$ cat config.mk
export PLATFORM = sky130hd
export DESIGN_NAME = addressed_serial_slave_responder
export DESIGN_NICKNAME = d
export VERILOG_FILES = /design/src/rtl/assr_pkg.sv /design/src/rtl/assr_front.sv /design/src/rtl/assr_queue.sv /design/src/rtl/assr_back.sv /design/src/rtl/addressed_serial_slave_responder.sv
export SDC_FILE = /design/constraint.sdc
export NUM_CORES = 1
export LEC_CHECK = 0
export ABC_AREA = 1
export BUFFER_PORTS_ARGS = -buffer_cell sky130_fd_sc_hd__buf_2
export CORE_ASPECT_RATIO = 0.7
export CORE_MARGIN = 2
export CORE_UTILIZATION = 60
export DETAILED_ROUTE_END_ITERATION = 10
export GPL_ROUTABILITY_DRIVEN = 0
export GPL_TIMING_DRIVEN = 0
export PLACE_DENSITY = 0.89
export SETUP_SLACK_MARGIN = 0.15
export SLEW_MARGIN = 20
export SYNTH_ARGS = -nofsm -noshare
export SYNTH_HDL_FRONTEND = slang
export SYNTH_SLANG_ARGS = --single-unit
$ cat constraint.sdc
create_clock -name i_clk -period 4 [get_ports i_clk]
set_input_delay 0.6 -clock i_clk [delete_from_list [all_inputs] [get_ports i_clk]]
set_output_delay 0.6 -clock i_clk [all_outputs]
set_load 0.01 [all_outputs]
$ cat src/rtl/assr_pkg.sv
`default_nettype none
package assr_pkg;

    localparam logic [7:0] START_BYTE   = 8'h41;
    localparam logic [7:0] FILL_BYTE    = 8'hFF;
    localparam logic [7:0] CMD_ECHO     = 8'd0;
    localparam logic [7:0] CMD_SET_ID   = 8'd254;
    localparam logic [7:0] BROADCAST_ID = 8'd255;

    localparam logic REG_INITIAL_ID = 1'b0;
    localparam logic REG_RS485_DIR  = 1'b1;

    localparam logic [2:0] PARSE_HUNT  = 3'd0;
    localparam logic [2:0] PARSE_CHECK = 3'd5;

    localparam logic [2:0] BEAT_LAST = 3'd7;

    localparam int QUEUE_DEPTH = 4;
    localparam int QUEUE_AW    = $clog2(QUEUE_DEPTH);

    typedef struct packed {
        logic        mode;
        logic [7:0]  rx_byte;
        logic        handler_accept;
        logic [15:0] handler_data;
    } t_in;

    typedef struct packed {
        logic        kind;
        logic [7:0]  tx_byte;
        logic        driver_enable;
        logic        last;
        logic [7:0]  request_cmd;
        logic [15:0] request_data;
    } t_out;

    // One unit of work for the back end: a handler request or an 8-byte reply.
    typedef struct packed {
        logic        is_request;
        logic [7:0]  id;
        logic [7:0]  cmd;
        logic [15:0] data;
    } t_job;

endpackage
`default_nettype wire

$ cat src/rtl/assr_front.sv
`default_nettype none
module assr_front
    import assr_pkg::*;
(
    input  wire logic       i_clk,
    input  wire logic       i_rst_n,
    input  wire logic       i_in_valid,
    output logic            o_in_ready,
    input  wire t_in        i_in_data,
    input  wire logic       i_cfg_wr_en,
    input  wire logic       i_cfg_index,
    input  wire logic [7:0] i_cfg_wdata,
    input  wire logic       i_q_full,
    output logic            o_q_push,
    output t_job            o_q_job
);

    logic [2:0]  r_parse_count;
    logic [7:0]  r_frame [4];
    logic [7:0]  r_sum;
    logic [7:0]  r_current_id;
    logic        r_awaiting;
    logic [7:0]  r_pending_cmd;
    logic        r_pending_bcast;

    logic        accept;
    logic [1:0]  frame_idx;
    logic [15:0] frame_data;
    logic        frame_ok;
    logic        bcast;

    assign o_in_ready = !i_q_full;
    assign accept     = i_in_valid && o_in_ready;
    assign frame_idx  = 2'(r_parse_count - 3'd1);
    assign frame_data = {r_frame[3], r_frame[2]};
    assign bcast      = (r_frame[0] == BROADCAST_ID);
    // Frame completes with a good sum, addressed to us, and nothing is pending.
    assign frame_ok   = (i_in_data.rx_byte == r_sum) && !r_awaiting
                        && (bcast || (r_frame[0] == r_current_id));

    always_comb begin
        o_q_push = 1'b0;
        o_q_job  = '{is_request: 1'b0, id: r_current_id, cmd: r_frame[1],
                     data: frame_data};
        if (accept) begin
            if (i_in_data.mode) begin
                o_q_job.cmd  = r_pending_cmd;
                o_q_job.data = i_in_data.handler_data;
                o_q_push     = r_awaiting && i_in_data.handler_accept && !r_pending_bcast;
            end else if (r_parse_count == PARSE_CHECK && frame_ok) begin
                if (r_frame[1] == CMD_ECHO) begin
                    o_q_push = !bcast;
                end else if (r_frame[1] == CMD_SET_ID) begin
                    // The reply already carries the new id.
                    o_q_job.id = r_frame[2];
                    o_q_push   = !bcast;
                end else begin
                    o_q_job.is_request = 1'b1;
                    o_q_push           = 1'b1;
                end
            end
        end
    end

    always_ff @(posedge i_clk) begin
        if (!i_rst_n) begin
            r_parse_count   <= PARSE_HUNT;
            r_sum           <= '0;
            r_current_id    <= '0;
            r_awaiting      <= 1'b0;
            r_pending_bcast <= 1'b0;
        end else begin
            if (accept) begin
                if (i_in_data.mode) begin
                    r_awaiting <= 1'b0;
                end else if (r_parse_count == PARSE_HUNT) begin
                    if (i_in_data.rx_byte == START_BYTE) begin
                        r_parse_count <= 3'd1;
                        r_sum         <= '0;
                    end
                end else if (r_parse_count != PARSE_CHECK) begin
                    r_frame[frame_idx] <= i_in_data.rx_byte;
                    r_sum              <= r_sum + i_in_data.rx_byte;
                    r_parse_count      <= r_parse_count + 3'd1;
                end else begin
                    r_parse_count <= PARSE_HUNT;
                    if (frame_ok) begin
                        if (r_frame[1] == CMD_SET_ID) begin
                            r_current_id <= r_frame[2];
                        end else if (r_frame[1] != CMD_ECHO) begin
                            r_awaiting      <= 1'b1;
                            r_pending_cmd   <= r_frame[1];
                            r_pending_bcast <= bcast;
                        end
                    end
                end
            end
            if (i_cfg_wr_en && i_cfg_index == REG_INITIAL_ID) begin
                r_current_id <= i_cfg_wdata;
            end
        end
    end

endmodule
`default_nettype wire

$ cat src/rtl/assr_queue.sv
`default_nettype none
module assr_queue
    import assr_pkg::*;
(
    input  wire logic i_clk,
    input  wire logic i_rst_n,
    input  wire logic i_push,
    input  wire t_job i_job,
    output logic      o_full,
    output logic      o_valid,
    input  wire logic i_pop,
    output t_job      o_job
);

    t_job                r_mem [QUEUE_DEPTH];
    logic [QUEUE_AW-1:0] r_wr_ptr;
    logic [QUEUE_AW-1:0] r_rd_ptr;
    logic [QUEUE_AW:0]   r_count;

    logic do_pop;

    assign o_full  = (r_count == (QUEUE_AW + 1)'(QUEUE_DEPTH));
    assign o_valid = (r_count != '0);
    assign o_job   = r_mem[r_rd_ptr];
    assign do_pop  = i_pop && o_valid;

    always_ff @(posedge i_clk) begin
        if (i_push) begin
            r_mem[r_wr_ptr] <= i_job;
        end
    end

    always_ff @(posedge i_clk) begin
        if (!i_rst_n) begin
            r_wr_ptr <= '0;
            r_rd_ptr <= '0;
            r_count  <= '0;
        end else begin
            if (i_push) begin
                r_wr_ptr <= r_wr_ptr + 1'b1;
            end
            if (do_pop) begin
                r_rd_ptr <= r_rd_ptr + 1'b1;
            end
            if (i_push && !do_pop) begin
                r_count <= r_count + 1'b1;
            end else if (!i_push && do_pop) begin
                r_count <= r_count - 1'b1;
            end
        end
    end

endmodule
`default_nettype wire

$ cat src/rtl/assr_back.sv
`default_nettype none
module assr_back
    import assr_pkg::*;
(
    input  wire logic i_clk,
    input  wire logic i_rst_n,
    input  wire logic i_q_valid,
    input  wire t_job i_q_job,
    output logic      o_q_pop,
    input  wire logic i_rs485_dir,
    output logic      o_out_valid,
    input  wire logic i_out_ready,
    output t_out      o_out_data
);

    logic       r_active;
    t_job       r_job;
    logic [2:0] r_beat;

    logic       last_beat;
    logic       done;
    logic [7:0] sum;
    logic [7:0] tx;

    assign last_beat   = r_job.is_request || (r_beat == BEAT_LAST);
    assign done        = r_active && i_out_ready && last_beat;
    assign o_q_pop     = i_q_valid && (!r_active || done);
    assign o_out_valid = r_active;
    assign sum = r_job.id + r_job.cmd + r_job.data[7:0] + r_job.data[15:8];

    always_comb begin
        unique case (r_beat)
            3'd0:    tx = FILL_BYTE;
            3'd1:    tx = START_BYTE;
            3'd2:    tx = r_job.id;
            3'd3:    tx = r_job.cmd;
            3'd4:    tx = r_job.data[7:0];
            3'd5:    tx = r_job.data[15:8];
            3'd6:    tx = sum;
            default: tx = FILL_BYTE;
        endcase
    end

    always_comb begin
        if (r_job.is_request) begin
            o_out_data = '{kind: 1'b1, tx_byte: 8'd0, driver_enable: 1'b0, last: 1'b0,
                           request_cmd: r_job.cmd, request_data: r_job.data};
        end else begin
            o_out_data = '{kind: 1'b0, tx_byte: tx, driver_enable: i_rs485_dir,
                           last: (r_beat == BEAT_LAST), request_cmd: 8'd0,
                           request_data: 16'd0};
        end
    end

    always_ff @(posedge i_clk) begin
        if (!i_rst_n) begin
            r_active <= 1'b0;
            r_beat   <= '0;
        end else if (o_q_pop) begin
            r_active <= 1'b1;
            r_job    <= i_q_job;
            r_beat   <= '0;
        end else if (done) begin
            r_active <= 1'b0;
        end else if (r_active && i_out_ready) begin
            r_beat <= r_beat + 3'd1;
        end
    end

endmodule
`default_nettype wire

$ cat src/rtl/addressed_serial_slave_responder.sv
`default_nettype none
// Channel  Direction  Handshake                  Payload
// in       input      i_in_valid / o_in_ready    i_in_data  (t_in)
// out      output     o_out_valid / i_out_ready  o_out_data (t_out)
// cfg      input      i_cfg_wr_en                i_cfg_index, i_cfg_wdata
//
// Every input beat is taken in one cycle while the job queue has room.
// A reply is 8 output beats, one per ready cycle; a handler request is one beat.
// The output serializer paces the block; the four-entry job queue absorbs bursts.
// Synchronous active-low reset clears the parser, the queue and the serializer.
// Output stalls hold the current beat; input stalls only once the queue fills.
module addressed_serial_slave_responder
    import assr_pkg::*;
(
    input  wire logic       i_clk,
    input  wire logic       i_rst_n,
    input  wire logic       i_in_valid,
    output logic            o_in_ready,
    input  wire t_in        i_in_data,
    output logic            o_out_valid,
    input  wire logic       i_out_ready,
    output t_out            o_out_data,
    input  wire logic       i_cfg_wr_en,
    input  wire logic       i_cfg_index,
    input  wire logic [7:0] i_cfg_wdata
);

    logic      r_rs485_dir;
    logic      q_push;
    logic      q_full;
    t_job      push_job;
    t_job      head_job;
    logic      head_valid;
    logic      pop;

    always_ff @(posedge i_clk) begin
        if (!i_rst_n) begin
            r_rs485_dir <= 1'b1;
        end else if (i_cfg_wr_en && i_cfg_index == REG_RS485_DIR) begin
            r_rs485_dir <= i_cfg_wdata[0];
        end
    end

    assr_front u_front (
        .i_clk       (i_clk),
        .i_rst_n     (i_rst_n),
        .i_in_valid  (i_in_valid),
        .o_in_ready  (o_in_ready),
        .i_in_data   (i_in_data),
        .i_cfg_wr_en (i_cfg_wr_en),
        .i_cfg_index (i_cfg_index),
        .i_cfg_wdata (i_cfg_wdata),
        .i_q_full    (q_full),
        .o_q_push    (q_push),
        .o_q_job     (push_job)
    );

    assr_queue u_queue (
        .i_clk   (i_clk),
        .i_rst_n (i_rst_n),
        .i_push  (q_push),
        .i_job   (push_job),
        .o_full  (q_full),
        .o_valid (head_valid),
        .i_pop   (pop),
        .o_job   (head_job)
    );

    assr_back u_back (
        .i_clk       (i_clk),
        .i_rst_n     (i_rst_n),
        .i_q_valid   (head_valid),
        .i_q_job     (head_job),
        .o_q_pop     (pop),
        .i_rs485_dir (r_rs485_dir),
        .o_out_valid (o_out_valid),
        .i_out_ready (i_out_ready),
        .o_out_data  (o_out_data)
    );

endmodule
`default_nettype wire

==> flow_summary_export.csv <==
group,metric,value,unit
synth,synth.yosys.warnings,0,
clock_tree,insertion_delay_to_the_later_sink_of_the_worst_skew_pair,0.51,ns
status,status,"finished, violations left",
global_routing,grt_overflow_total,0,
status,violations_in_the_final_reports,"setup timing",
synth,number_of_enable_flip_flop_cells_after_synthesis,205,
routing,route.vias.total,8384,
finish,utilization,70.8,%
pwr,power_per_cell_area,663,mW/mm²
finish,drive_gt1_share,15.2,%
routing,drtPass1Iterations,6,
timing,timing_worst_slew_pin_value,1.17,ns
timing,final.min_clock_period,4.02,ns
timing,final_count_of_hold_timing_violations,0,
worst_setup_path,worst_path_largest_cell_delay,0.49,ns
timing,report.final.setup_viol,1,
clock_tree,max-clock-path-buffers,3,
timing,setup_repair_after_global_routing_missed_its_margin,"true",
worst_setup_path,crit_path_start_kind,"register",
routing,postRouteWirelength,27900,µm
placement,hpwlAfterDp,19600,µm
routing,drt_iter0_markers,1269,
synth,post_synth_inst_count,1065,
worst_setup_path,worstPathMaxFanout,3,
synth,ys_async_rst_share,0,%
timing,final.setup.worst_slack,-0.0205,ns
global_routing,wire_length_of_the_first_global_routing_pass,42500,µm
clock_tree,cts.hold.buffers_added,0,
routing,route.detailed.vias_per_inst,5.83,
timing,achievable-frequency,249,MHz
clock_tree,cts.sinks,238,
floorplan,die-area,0.0194,mm²
floorplan,placementRows,41,
placement,io_buffers,76,
clock_tree,ctsRootBufferMaster,"clkbuf_16",
finish,mostFrequentLayoutCell,"edfxtp_1",
timing,max_slew_margin_vs_limit,21.6,%
global_routing,grt_max_degree,25,
routing,drc_viols,0,
routing,route.detailed.wl_per_inst,19.4,µm
floorplan,pin_count,77,
timing,timing.clock.skew,0.00960,ns
worst_setup_path,slowest_stage,"fa_1",
run,drv.max_cap_violation_count,0,
timing,finalSetupTns,-0.0205,ns
worst_setup_path,worstPathRequired,3.40,ns
worst_setup_path,critical_path_class,"reg2out",
global_routing,grt_util_all_layers,28.5,%
finish,antenna-diode-count,0,
pwr,total_leakage_power,5.21,nW
worst_setup_path,worst-endpoint-arrival,3.42,ns
clock_tree,htree_levels,1,
routing,postRouteAntennaNets,0,
placement,place_inst,1382,
synth,synthesized_netlist_net_count,1146,
synth,register_area_share_after_synthesis,62.0,%
finish,commonest_non_fill_non_tap_cells_in_the_layout,"edfxtp_1, nand2_1, inv_1",
synth,distinct_cell_type_count_of_the_synthesized_netlist,43,
floorplan,start_util,61.0,%
worst_setup_path,worst-path-buf-inv,4,
worst_setup_path,crit_chain,"inv_2, fa_1, fa_1, inv_1, ha_2, fa_2, nand3_2, nand3_2, nand2_2, nand2_1, nand2_1, nand2_2, inv_1, nand2_1, nand3_2, a21oi_2, buf_2",
synth,synth_area,0.0110,mm²
clock_tree,worst_setup_hold_path_clk_slew,0.07,ns
clock_tree,clock_tree_from_tritoncts,"yes",
pwr,power.ir.vdd_worst,0.652,mV
timing,slew_violations,0,
clock_tree,tritoncts.num_buffers,23,
finish,area.growth.synth_to_final,16.0,%
synth,dominantRegCellSynth,"edfxtp_1",
synth,synth_seq_cells,238,
pwr,overall_power,8.45,mW
floorplan,core_area,0.0180,mm²
global_routing,number_of_antenna_violations_at_the_first_check_in_global_routing,0,
global_routing,via_count_of_the_first_global_routing_pass,7926,
timing,period_share,101,%
synth,synth_area_per_cell,10.3,µm²
worst_setup_path,end_kind,"primary output",
min_path,min-delay-path-class,"in2reg",
finish,layout_cells_excl_fill,1437,
floorplan,die_w,166,µm
finish,fin_nets,1265,
worst_setup_path,critical-path-top-delay-family,"adder cells",
floorplan,floorplan.die.height,117,µm
report_power, final:
part,switching (mW),total [mW],leakage [nW],internal [mW]
Clock,0.932,2.20,0.368,1.27
Combinational,1.91,3.08,2.71,1.16
Sequential,0.183,3.17,2.14,2.99
Total,3.03,8.45,5.21,5.43
flip-flops by register name, indices dropped and copies added (netlist names), 2 cells and up:
register               count
u_front.r_current_id       8
u_front.r_frame           32
u_back.r_job              33
u_queue.r_count            3
u_queue.r_rd_ptr           2
u_front.r_sum              8
u_front.r_parse_count      3
u_queue.r_mem            132
u_front.r_pending_cmd      8
u_queue.r_wr_ptr           2
u_back.r_beat              3
what timing repair did:
| item | 4_1_cts | 5_1_grt |
|---|---|---|
| pin swaps | 9 | 8 |
| setup buffers | 6 | 7 |
| setup endpoints to repair | 5 | 6 |
| gates resized for setup | 9 | 9 |
worst reg2reg max path: stages, from the launching register on:
cell and delay [ns]:
dfxtp_1 0.32, ha_1 0.31, inv_1 0.16, nand4_1 0.17, nor3_4 0.29, nand3_1 0.12, nand2_1 0.14, nand2_1 0.26
inv_1 0.21, ha_1 0.16, inv_1 0.07, fa_1 0.38, a21oi_1 0.15, o21ai_0 0.11, o21ai_0 0.17, a21oi_1 0.06
logic make-up (layout without fill, tap and decap cells):
group	count (synthesis)	count (layout)	synth area share, %
xor gates and xnor gates	11	11	0.877
buffers and inverters	182	318	6.47
adders and majority gates	41	41	5.76
and+or+nand+nor	387	387	14.7
AOI/OAI and AO/OA	206	206	10.2
DFF	238	238	62.0
Yosys cell counts (2+ instances only):
master,n,area [µm²]
inv_2,3,11.3
o21ai_1,7,35.0
a31oi_1,4,25.0
nand3_1,20,100
nand4_1,6,37.5
clkinv_1,2,7.51
inv_1,142,533
buf_4,2,15.0
xnor2_1,8,70.1
edfxtp_1,205,6160
o21ai_0,112,561
nor2_1,126,473
a221oi_1,2,17.5
xor2_1,3,26.3
buf_6,2,22.5
buf_2,4,20.0
o22ai_1,37,231
nor4_1,3,18.8
a21oi_1,34,170
dfxtp_1,33,661
nand2_1,206,773
nand2_2,5,31.3
clkbuf_1,27,101
o2111ai_1,2,17.5
nor3_1,9,45.0
nor2_4,2,22.5
ha_1,25,313
or2_2,2,12.5
nor2_2,2,12.5
a41oi_1,2,17.5
fa_1,16,320
metrics by stage:
stage          instance area [µm²]  hold slack (ns)  setup WS, ns
3_3_place_gp                 11700            0.430        -0.881
6_report                     12800            0.352       -0.0205
2_1_floorplan                11000            0.426         0.425
4_1_cts                      12700            0.345       -0.0318
5_1_grt                      12800            0.358        -0.143
3_5_place_dp                 11800            0.433         0.292
worst paths after layout:
path                                   startpoint                            endpoint  slack, ns  cells after the start
setup / recovery        u_back.r_job[1]$_DFFE_PP_                      o_out_data[33]      -0.02                     17
hold / removal                     i_cfg_wdata[0]            r_rs485_dir$_SDFFE_PN1P_       0.35                      2
setup reg to reg    u_front.r_sum[6]$_SDFFE_PN0P_     u_queue.r_count[2]$_SDFFE_PN0P_       0.81                     15
hold reg to reg   u_front.r_frame[1][1]$_DFFE_PP_  u_front.r_pending_cmd[1]$_DFFE_PP_       0.44                      0
area by class of cell:
class,count,area (µm²)
Sequential cell,238,6820
Fill cell,1192,5250
Multi-Input combinational cell,645,3560
Timing Repair Buffer,94,601
Clock buffer,25,593
Inverter,147,552
Tap cell,236,295
Clock inverter,17,174
Buffer,35,159
metal layers:
metal / part of all wire, % / GRT usage (%)
met5: 0 / 0
met4: 3.3 / 9.22
met3: 10 / 5.25
met2: 48 / 49.4
met1: 39 / 37.4
Note: power is estimated with default switching activity, not from simulation.
